File: config.mk
export PLATFORM = sky130hd
export DESIGN_NAME = round_robin_thread_scheduler
export DESIGN_NICKNAME = d
export VERILOG_FILES = /design/src/sv/rrts_pkg.sv /design/src/sv/rrts_thread_mem.sv /design/src/sv/rrts_fifo_mem.sv /design/src/sv/round_robin_thread_scheduler.sv
export SDC_FILE = /design/constraint.sdc
export NUM_CORES = 2
export LEC_CHECK = 0
export BUFFER_PORTS_ARGS = -buffer_cell sky130_fd_sc_hd__buf_2
export CORE_UTILIZATION = 70
export CTS_BUF_LIST = sky130_fd_sc_hd__clkbuf_8
export DETAILED_ROUTE_END_ITERATION = 10
export PLACE_DENSITY_LB_ADDON = 0.08
export SLEW_MARGIN = 0
export SYNTH_ARGS = -nofsm -noshare
export SYNTH_HDL_FRONTEND = slang
export SYNTH_HIERARCHICAL = 1
export SYNTH_SLANG_ARGS = --single-unit
File: constraint.sdc
create_clock -name aclk -period 13 [get_ports aclk]
set_input_delay 1.3 -clock aclk [delete_from_list [all_inputs] [get_ports aclk]]
set_output_delay 1.3 -clock aclk [all_outputs]
set_load 0.01 [all_outputs]
File: src/sv/rrts_pkg.sv
`default_nettype none
package rrts_pkg;

    localparam int THREAD_COUNT_DEF = 64;

    localparam int ID_W    = 6;
    localparam int CHAN_W  = 32;
    localparam int ACT_W   = 3;
    localparam int SLICE_W = 16;
    localparam int TICK_W  = 10;
    localparam int WOKEN_W = 7;

    localparam logic [SLICE_W-1:0] SLICE_RESET = 16'd5;
    localparam logic [TICK_W-1:0]  TICK_RESET  = 10'd1;

    // action codes
    localparam logic [ACT_W-1:0] ACT_TICK   = 3'd0;
    localparam logic [ACT_W-1:0] ACT_YIELD  = 3'd1;
    localparam logic [ACT_W-1:0] ACT_SLEEP  = 3'd2;
    localparam logic [ACT_W-1:0] ACT_WAKEUP = 3'd3;
    localparam logic [ACT_W-1:0] ACT_ADMIT  = 3'd4;

    // thread status codes
    localparam logic [1:0] ST_FREE  = 2'd0;
    localparam logic [1:0] ST_READY = 2'd1;
    localparam logic [1:0] ST_RUN   = 2'd2;
    localparam logic [1:0] ST_SLEEP = 2'd3;

    // register indexes
    localparam int REG_SLICE = 0;
    localparam int REG_TICK  = 1;

    typedef enum logic [3:0] {
        S_CLEAR,
        S_IDLE,
        S_DECIDE,
        S_ADMIT_RD,
        S_ADMIT_CHK,
        S_POP_RD,
        S_POP_WAIT,
        S_APPLY,
        S_SCAN_RD,
        S_SCAN_CHK,
        S_OUT
    } state_t;

endpackage
`default_nettype wire

File: src/sv/rrts_thread_mem.sv
`default_nettype none
// Per-thread store: status and wait channel, one read port, one write port.
module rrts_thread_mem #(
    parameter int THREAD_COUNT = rrts_pkg::THREAD_COUNT_DEF,
    parameter int IDX_W        = $clog2(THREAD_COUNT)
) (
    input  wire logic                      aclk,
    input  wire logic                      we,
    input  wire logic [IDX_W-1:0]          waddr,
    input  wire logic [1:0]                wstatus,
    input  wire logic [rrts_pkg::CHAN_W-1:0] wchan,
    input  wire logic [IDX_W-1:0]          raddr,
    output logic      [1:0]                rstatus,
    output logic      [rrts_pkg::CHAN_W-1:0] rchan
);
    logic [1:0]                  status_mem [THREAD_COUNT];
    logic [rrts_pkg::CHAN_W-1:0] chan_mem   [THREAD_COUNT];

    // write and registered read
    always_ff @(posedge aclk) begin
        if (we) begin
            status_mem[waddr] <= wstatus;
            chan_mem[waddr]   <= wchan;
        end
        rstatus <= status_mem[raddr];
        rchan   <= chan_mem[raddr];
    end
endmodule
`default_nettype wire

File: src/sv/rrts_fifo_mem.sv
`default_nettype none
// Ready queue storage: one write port, one registered read port.
module rrts_fifo_mem #(
    parameter int THREAD_COUNT = rrts_pkg::THREAD_COUNT_DEF,
    parameter int IDX_W        = $clog2(THREAD_COUNT)
) (
    input  wire logic             aclk,
    input  wire logic             we,
    input  wire logic [IDX_W-1:0] waddr,
    input  wire logic [IDX_W-1:0] wdata,
    input  wire logic [IDX_W-1:0] raddr,
    output logic      [IDX_W-1:0] rdata
);
    logic [IDX_W-1:0] mem [THREAD_COUNT];

    always_ff @(posedge aclk) begin
        if (we) begin
            mem[waddr] <= wdata;
        end
        rdata <= mem[raddr];
    end
endmodule
`default_nettype wire

File: src/sv/round_robin_thread_scheduler.sv
`default_nettype none
// Round-robin thread scheduler for one CPU.
// s_ channel: one action per transfer (tick, yield, sleep, wakeup, admit).
// m_ channel: exactly one result per action: switched, from_id, to_id,
// error and woken_count.
// APB port: register 0 slice_length at 0x0, register 1 tick_length at 0x4;
// write only while no action is in flight.
// Thread status and wait channels live in one single-port-read memory,
// the ready queue in a second one; both have a registered read.
// After reset the block sweeps the thread memory with s_tready low,
// then leaves thread 0 running.
// Admit reads, then checks the thread entry; tick/yield/sleep read and pop
// the ready queue, then apply the switch, when the queue is popped; unknown
// actions go straight to the result; wakeup reads and checks every entry.
// One action is worked on at a time; s_tready rises in the cycle after the
// result is loaded. A stalled m_tready holds the result in the output
// register; the next action is still taken and worked on, then waits for
// the register to free. Nothing is dropped.
module round_robin_thread_scheduler #(
    parameter int THREAD_COUNT = rrts_pkg::THREAD_COUNT_DEF
) (
    input  wire logic        aclk,
    input  wire logic        aresetn,
    input  wire logic        s_tvalid,
    output logic             s_tready,
    // [2:0] action, [8:3] thread_id, [40:9] channel, [47:41] zero
    input  wire logic [47:0] s_tdata,
    output logic             m_tvalid,
    input  wire logic        m_tready,
    // [0] switched, [6:1] from_id, [12:7] to_id, [13] error,
    // [20:14] woken_count, [23:21] zero
    output logic [23:0]      m_tdata,
    input  wire logic        psel,
    input  wire logic        penable,
    input  wire logic        pwrite,
    input  wire logic [2:0]  paddr,
    input  wire logic [31:0] pwdata,
    output logic [31:0]      prdata,
    output logic             pready
);
    localparam int IDX_W = $clog2(THREAD_COUNT);
    localparam int CNT_W = $clog2(THREAD_COUNT + 1);
    localparam int ID_W  = rrts_pkg::ID_W;
    localparam logic [IDX_W-1:0] LAST_IDX = IDX_W'(THREAD_COUNT - 1);
    localparam logic [CNT_W-1:0] FULL_CNT = CNT_W'(THREAD_COUNT);

    // registers
    rrts_pkg::state_t state_reg, state_next;
    logic [rrts_pkg::SLICE_W-1:0] slice_len_reg, slice_cnt_reg, slice_cnt_next;
    logic [rrts_pkg::TICK_W-1:0]  tick_len_reg;
    logic [IDX_W-1:0] head_reg, head_next, tail_reg, tail_next;
    logic [CNT_W-1:0] count_reg, count_next;
    logic [IDX_W-1:0] run_reg, run_next, from_reg, from_next;
    logic [IDX_W-1:0] idx_reg, idx_next, nxt_reg, nxt_next;
    logic [rrts_pkg::ACT_W-1:0] act_reg, act_next;
    logic [ID_W-1:0]  tid_reg, tid_next;
    logic [rrts_pkg::CHAN_W-1:0] chan_reg, chan_next;
    logic [rrts_pkg::WOKEN_W-1:0] woken_reg, woken_next;
    logic err_reg, err_next;
    logic out_valid_reg, out_valid_next;
    logic [23:0] out_data_reg, out_data_next;

    // memory ports
    logic                 tm_we;
    logic [IDX_W-1:0]     tm_waddr, tm_raddr;
    logic [1:0]           tm_wstatus, tm_rstatus;
    logic [rrts_pkg::CHAN_W-1:0] tm_wchan, tm_rchan;
    logic                 fm_we;
    logic [IDX_W-1:0]     fm_waddr, fm_wdata, fm_raddr, fm_rdata;

    rrts_thread_mem #(.THREAD_COUNT(THREAD_COUNT), .IDX_W(IDX_W)) u_thread_mem (
        .aclk(aclk), .we(tm_we), .waddr(tm_waddr), .wstatus(tm_wstatus),
        .wchan(tm_wchan), .raddr(tm_raddr), .rstatus(tm_rstatus), .rchan(tm_rchan)
    );

    rrts_fifo_mem #(.THREAD_COUNT(THREAD_COUNT), .IDX_W(IDX_W)) u_fifo_mem (
        .aclk(aclk), .we(fm_we), .waddr(fm_waddr), .wdata(fm_wdata),
        .raddr(fm_raddr), .rdata(fm_rdata)
    );

    function automatic logic [IDX_W-1:0] wrap_inc(input logic [IDX_W-1:0] p);
        return (p == LAST_IDX) ? '0 : p + 1'b1;
    endfunction

    // APB
    logic cfg_wr;
    assign cfg_wr = psel && penable && pwrite && pready;
    assign pready = 1'b1;
    always_comb begin
        case (paddr[2])
            1'b0:    prdata = {16'd0, slice_len_reg};
            default: prdata = {22'd0, tick_len_reg};
        endcase
    end

    assign s_tready = (state_reg == rrts_pkg::S_IDLE);
    assign m_tvalid = out_valid_reg;
    assign m_tdata  = out_data_reg;

    logic in_xfer;
    assign in_xfer = s_tvalid && s_tready;

    logic out_free;
    assign out_free = !out_valid_reg || m_tready;

    logic [rrts_pkg::SLICE_W:0] tick_sum;
    assign tick_sum = {1'b0, slice_cnt_reg} + (rrts_pkg::SLICE_W+1)'(tick_len_reg);

    logic tid_ok;
    assign tid_ok = (32'(tid_reg) < THREAD_COUNT);

    // next state
    always_comb begin
        state_next = state_reg;
        unique case (state_reg)
            rrts_pkg::S_CLEAR:     if (idx_reg == LAST_IDX) state_next = rrts_pkg::S_IDLE;
            rrts_pkg::S_IDLE:      if (in_xfer) state_next = rrts_pkg::S_DECIDE;
            rrts_pkg::S_DECIDE: begin
                unique case (act_reg)
                    rrts_pkg::ACT_TICK:
                        state_next = (tick_sum >= (rrts_pkg::SLICE_W+1)'(slice_len_reg)
                                      && count_reg != '0)
                                     ? rrts_pkg::S_POP_RD : rrts_pkg::S_OUT;
                    rrts_pkg::ACT_YIELD, rrts_pkg::ACT_SLEEP:
                        state_next = (count_reg != '0) ? rrts_pkg::S_POP_RD
                                                       : rrts_pkg::S_OUT;
                    rrts_pkg::ACT_WAKEUP: state_next = rrts_pkg::S_SCAN_RD;
                    rrts_pkg::ACT_ADMIT:
                        state_next = tid_ok ? rrts_pkg::S_ADMIT_RD : rrts_pkg::S_OUT;
                    default: state_next = rrts_pkg::S_OUT;
                endcase
            end
            rrts_pkg::S_ADMIT_RD:  state_next = rrts_pkg::S_ADMIT_CHK;
            rrts_pkg::S_ADMIT_CHK: state_next = rrts_pkg::S_OUT;
            rrts_pkg::S_POP_RD:    state_next = rrts_pkg::S_POP_WAIT;
            rrts_pkg::S_POP_WAIT:  state_next = rrts_pkg::S_APPLY;
            rrts_pkg::S_APPLY:     state_next = rrts_pkg::S_OUT;
            rrts_pkg::S_SCAN_RD:   state_next = rrts_pkg::S_SCAN_CHK;
            rrts_pkg::S_SCAN_CHK:
                state_next = (idx_reg == LAST_IDX) ? rrts_pkg::S_OUT
                                                   : rrts_pkg::S_SCAN_RD;
            rrts_pkg::S_OUT:       if (out_free) state_next = rrts_pkg::S_IDLE;
            default:               state_next = rrts_pkg::S_IDLE;
        endcase
    end

    // datapath and memory control
    always_comb begin
        slice_cnt_next = slice_cnt_reg;
        head_next = head_reg; tail_next = tail_reg; count_next = count_reg;
        run_next = run_reg; from_next = from_reg; idx_next = idx_reg;
        nxt_next = nxt_reg; act_next = act_reg; tid_next = tid_reg;
        chan_next = chan_reg; woken_next = woken_reg; err_next = err_reg;
        out_valid_next = out_valid_reg; out_data_next = out_data_reg;
        tm_we = 1'b0; tm_waddr = idx_reg; tm_wstatus = rrts_pkg::ST_FREE;
        tm_wchan = '0; tm_raddr = idx_reg;
        fm_we = 1'b0; fm_waddr = tail_reg; fm_wdata = idx_reg; fm_raddr = head_reg;

        if (out_valid_reg && m_tready) out_valid_next = 1'b0;

        unique case (state_reg)
            rrts_pkg::S_CLEAR: begin
                // sweep the thread store; thread 0 runs
                tm_we = 1'b1;
                tm_wstatus = (idx_reg == '0) ? rrts_pkg::ST_RUN : rrts_pkg::ST_FREE;
                idx_next = wrap_inc(idx_reg);
            end
            rrts_pkg::S_IDLE: begin
                if (in_xfer) begin
                    act_next = s_tdata[2:0];
                    tid_next = s_tdata[8:3];
                    chan_next = s_tdata[40:9];
                    from_next = run_reg;
                    woken_next = '0;
                    err_next = 1'b0;
                    idx_next = '0;
                end
            end
            rrts_pkg::S_DECIDE: begin
                if (act_reg == rrts_pkg::ACT_TICK) begin
                    slice_cnt_next = (tick_sum >= (rrts_pkg::SLICE_W+1)'(slice_len_reg))
                                     ? '0 : tick_sum[rrts_pkg::SLICE_W-1:0];
                end
                if (act_reg == rrts_pkg::ACT_SLEEP && count_reg == '0) err_next = 1'b1;
                idx_next = (act_reg == rrts_pkg::ACT_ADMIT) ? tid_reg[IDX_W-1:0] : '0;
            end
            rrts_pkg::S_ADMIT_RD: begin
                tm_raddr = idx_reg;
            end
            rrts_pkg::S_ADMIT_CHK: begin
                if (tm_rstatus == rrts_pkg::ST_FREE && count_reg != FULL_CNT) begin
                    tm_we = 1'b1; tm_waddr = idx_reg; tm_wstatus = rrts_pkg::ST_READY;
                    tm_wchan = tm_rchan;
                    fm_we = 1'b1; fm_wdata = idx_reg;
                    tail_next = wrap_inc(tail_reg);
                    count_next = count_reg + 1'b1;
                end
            end
            rrts_pkg::S_POP_RD: begin
                fm_raddr = head_reg;
            end
            rrts_pkg::S_POP_WAIT: begin
                // pop head; mark the old thread
                nxt_next = fm_rdata;
                head_next = wrap_inc(head_reg);
                tm_we = 1'b1; tm_waddr = run_reg;
                if (act_reg == rrts_pkg::ACT_SLEEP) begin
                    tm_wstatus = rrts_pkg::ST_SLEEP; tm_wchan = chan_reg;
                    count_next = count_reg - 1'b1;
                end else begin
                    // requeue old thread; count unchanged
                    tm_wstatus = rrts_pkg::ST_READY; tm_wchan = '0;
                    fm_we = 1'b1; fm_wdata = run_reg;
                    tail_next = wrap_inc(tail_reg);
                end
            end
            rrts_pkg::S_APPLY: begin
                // running thread keeps its channel, which is zero here
                tm_we = 1'b1; tm_waddr = nxt_reg; tm_wstatus = rrts_pkg::ST_RUN;
                tm_wchan = '0;
                run_next = nxt_reg;
            end
            rrts_pkg::S_SCAN_RD: begin
                tm_raddr = idx_reg;
            end
            rrts_pkg::S_SCAN_CHK: begin
                if (tm_rstatus == rrts_pkg::ST_SLEEP && tm_rchan == chan_reg) begin
                    tm_we = 1'b1; tm_waddr = idx_reg; tm_wstatus = rrts_pkg::ST_READY;
                    tm_wchan = '0;
                    woken_next = woken_reg + 1'b1;
                    if (count_reg != FULL_CNT) begin
                        fm_we = 1'b1; fm_wdata = idx_reg;
                        tail_next = wrap_inc(tail_reg);
                        count_next = count_reg + 1'b1;
                    end
                end
                idx_next = wrap_inc(idx_reg);
            end
            rrts_pkg::S_OUT: begin
                // load the result once the output register is free
                if (out_free) begin
                    out_valid_next = 1'b1;
                    out_data_next = {3'd0, woken_reg, err_reg,
                                     ID_W'(run_reg), ID_W'(from_reg),
                                     run_reg != from_reg};
                end
            end
            default: ;
        endcase
    end

    always_ff @(posedge aclk) begin
        if (!aresetn) begin
            state_reg <= rrts_pkg::S_CLEAR;
            slice_len_reg <= rrts_pkg::SLICE_RESET;
            tick_len_reg <= rrts_pkg::TICK_RESET;
            slice_cnt_reg <= '0;
            head_reg <= '0; tail_reg <= '0; count_reg <= '0;
            run_reg <= '0; idx_reg <= '0;
            out_valid_reg <= 1'b0;
        end else begin
            state_reg <= state_next;
            slice_cnt_reg <= slice_cnt_next;
            head_reg <= head_next; tail_reg <= tail_next; count_reg <= count_next;
            run_reg <= run_next; idx_reg <= idx_next;
            out_valid_reg <= out_valid_next;
            if (cfg_wr) begin
                unique case (paddr[2])
                    1'(rrts_pkg::REG_SLICE): slice_len_reg <= pwdata[15:0];
                    default:                 tick_len_reg  <= pwdata[9:0];
                endcase
            end
        end
    end

    // payload registers
    always_ff @(posedge aclk) begin
        from_reg <= from_next; nxt_reg <= nxt_next; act_reg <= act_next;
        tid_reg <= tid_next; chan_reg <= chan_next; woken_reg <= woken_next;
        err_reg <= err_next; out_data_reg <= out_data_next;
    end
endmodule
`default_nettype wire

==> run_results.csv <==
group,metric,value,unit
status,status,"complete, no violations",
synthesis,ys.flop_type,"edfxtp_1",
routing,dr.pass1.iters,7,
synthesis,ys_seq_area_share,76.3,%
synthesis,synth_top_area_cell,"edfxtp_1",
worst_setup_path,rrSetupSlack,6.99,ns
timing,timing.final.crit_share,46.3,%
final_layout,areaGrowthSynthToFinish,10.2,%
worst_setup_path,crit_type,"flip-flop to flip-flop",
synthesis,syn-cell-area,107000,um2
job,cap_viol_max_count,0,
power,p_comb_share,3.8,%
die,core_area,152000,um2
die,die_w,393,um
final_layout,reg.largest.list,"u_thread_mem/chan_mem: 2048 flops, u_fifo_mem/mem: 384 flops, u_thread_mem/status_mem: 128 flops",
timing,tightest_slew,1.30,ns
power,power_density,143,nW/um2
routing,vias_per_cell,6.94,
placed_design,port_buffers,103,
synthesis,avgSynthCellArea,20.9,um2
hold_path,hp-class,"flip-flop to flip-flop",
final_layout,top_register,"u_thread_mem/chan_mem",
worst_setup_path,crit_arrival,6.65,ns
worst_setup_path,r2r-start,"chan_reg[7]",
hold_path,holdPathEnd,"nxt_reg[4]",
synthesis,ys_types,77,
timing,finalWorstSetupSlack,6.99,ns
worst_setup_path,worstPathRequired,13.63,ns
clock_network,clkTransAtPathRegs,0.05,ns
worst_setup_path,startpoint,"chan_reg[7]",
clock_network,postCtsSetupRepairBufs,0,
worst_setup_path,max_stage_delay,0.89,ns
global_routing,first_global_vias,54200,
synthesis,synth-seq-cells,2760,
clock_network,cts_root_buffer,"clkbuf_8",
timing,tns,0,ns
synthesis,synth_cells,5115,
clock_network,hold_buffers,0,
timing,rsz0062_at_grt,"false",
routing,drt_wl_total,254000,um
die,initial_utilization,70.5,%
worst_setup_path,critPathLaunchType,"flip-flop",
synthesis,yosysMostFrequentCell,"edfxtp_1",
power,power.switching,3.64,mW
die,die_h,393,um
synthesis,synth_top_area_share,74.1,%
routing,drtAntennaViolNets,0,
placed_design,pre_cts_slack,7.23,ns
global_routing,grt_pass1_wl,363000,um
clock_network,cts.repair.resized,0,
power,power.internal,13.2,mW
timing,finalHoldViolations,0,
die,io_pins,149,
power,switching_share,21.6,%
power,seqPwrFrac,57.8,%
timing,slew_viol_final,0,
worst_setup_path,rr_worst_depth,10,
worst_setup_path,critPathSlowestCell,"nor3_1",
timing,maxClockFrequency,0.166,GHz
hold_path,hold_depth,0,
final_layout,fillCellCount,7735,
clock_network,clock-sinks,2760,
timing,fin_crit,6.01,ns
die,die_area,155000,um2
global_routing,grt_antenna_before_repair,7,
timing,relSlewSlack,13.2,%
synthesis,synth_area_leaders,"edfxtp_1 74%, mux4_2 14%, dfxtp_1 2.2%",
global_routing,grt_overflow_total,0,
worst_setup_path,critPathMaxFanout,23,
timing,clock_skew,0.0842,ns
clock_network,clk_latency,1.06,ns
clock_network,cts_tree,"built",
final_layout,drive_gt1_share,27.7,%
synthesis,synthTopCellsByCount,"2642 x edfxtp_1, 673 x mux4_2, 268 x nor2_1",
routing,remaining_drc_errors,0,
final_layout,nets,5647,
worst_setup_path,regToRegEndpoint,"u_thread_mem/chan_mem[21][25]",
power,clkPwrFrac,38.4,%
timing,setup_viol,0,
final_layout,largest_reg_flops,2048,
global_routing,grt_util_all_layers,33.6,%
placed_design,hpwl,140000,um
final_layout,fin_area,118000,um2
hold_path,worstHoldStart,"u_fifo_mem/rdata[4]",
routing,wire_per_inst,32.3,um
final_layout,ff_latch_area,81700,um2
power,p_leak,43.0,nW
worst_setup_path,cp-end-kind,"flip-flop",
power,peakVddDrop,0.111,mV
worst_setup_path,cp_cell_sequence,"nor2b_1 > a2111oi_0 > nand4_1 > nor3_1 > nand3_1 > nand4_1 > nor2b_1 > nand3_1 > nor2_4 > buf_4",
placed_design,placed_cell_area,110000,um2
placed_design,place.gp.congestion,0.856,
synthesis,synth_edf_count,2642,
die,fp-row-count,143,
routing,route.vias.total,54700,
routing,drt_iter0_drc,6945,
global_routing,grt_max_degree,138,
synthesis,async_reset_ff_share,0,%
synthesis,ys_warn_count,6,
clock_network,numCtsBuffers,428,
clock_network,ctsHtreeMaxLevel,5,
final_layout,multi_input_area,24400,um2
clock_network,clockBufferDepth,4,
==> cell families after synthesis <==
family | share of synthesized area, %
buf+inv | 1.60
other cells | 0.00701
simple gates | 2.82
xor+xnor | 0.515
fa+ha+maj | 0.458
mux | 15.4
compound gates | 2.89
flops | 76.3
==> worst max-delay path, delay by kind of cell (launching register included) <==
family,cells,cell delay (ns)
DFF,1,0.39
and+or+nand+nor,8,3.90
AOI/OAI and AO/OA,1,0.73
buffers and inverters,1,0.58
==> cell usage in the layout (no fill, tap or decap), drive strengths merged, types with 69 or more instances in the layout <==
cell and instances:
edfxtp 2642, mux4 679, clkbuf 449, nor2 269, buf 248, inv 179, clkinv 149, nand2 145
dfxtp 118, o22ai 117, a21oi 114, mux2i 69, o21ai 69
==> worst max path at each step <==
stage,to,slack [ns],cells past startpoint
after CTS,u_thread_mem/chan_mem[21][25],7.18,10
after detailed placement,u_thread_mem/chan_mem[21][12],7.23,10
final,u_thread_mem/chan_mem[21][25],6.99,10
after global routing,u_thread_mem/chan_mem[21][25],7.10,10
after global placement,u_thread_mem/chan_mem[21][12],7.25,10
after floorplan,u_thread_mem/chan_mem[0][16],8.40,6
==> through the flow <==
| step | hold WS [ns] | total power [mW] | utilization [%] | cells |
|---|---|---|---|---|
| global placement | 0.388 | 10.5 | 72.7 | 7119 |
| finish | 0.399 | 16.8 | 77.7 | 7874 |
| CTS | 0.362 | 16.9 | 77.7 | 7867 |
| detailed placement | 0.389 | 10.5 | 72.7 | 7119 |
| global route | 0.380 | 17.3 | 77.7 | 7870 |
| floorplan | 0.386 | 10.3 | - | 5133 |
==> area by class of cell <==
type | instances | area share, %
Inverter | 38 | 0.121
Clock buffer | 449 | 5.24
Tap cell | 2030 | 2.15
Clock inverter | 299 | 1.16
Multi-Input combinational cell | 2043 | 20.6
Timing Repair Buffer | 248 | 1.41
Sequential cell | 2760 | 69.3
Antenna cell | 7 | 0.0148
==> power by group through the flow <==
| stage | Combinational [mW] | Clock, mW | Sequential (mW) |
|---|---|---|---|
| finish | 0.640 | 6.47 | 9.73 |
| global route | 0.667 | 6.94 | 9.73 |
| CTS | 0.632 | 6.56 | 9.73 |
| detailed placement | 0.630 | 0 | 9.92 |
| global placement | 0.625 | 0 | 9.91 |
| floorplan | 0.426 | 0 | 9.89 |
==> per-layer routing <==
metal	track usage, %	part of all wire (%)	up-vias
li1	-	-	22100
met1	47.3	36	28200
met2	51.5	48	3704
met3	8.39	13	590
met4	13.5	3.9	2
met5	0	0.0028	-
No activity file was read; power rests on OpenSTA's default activity.
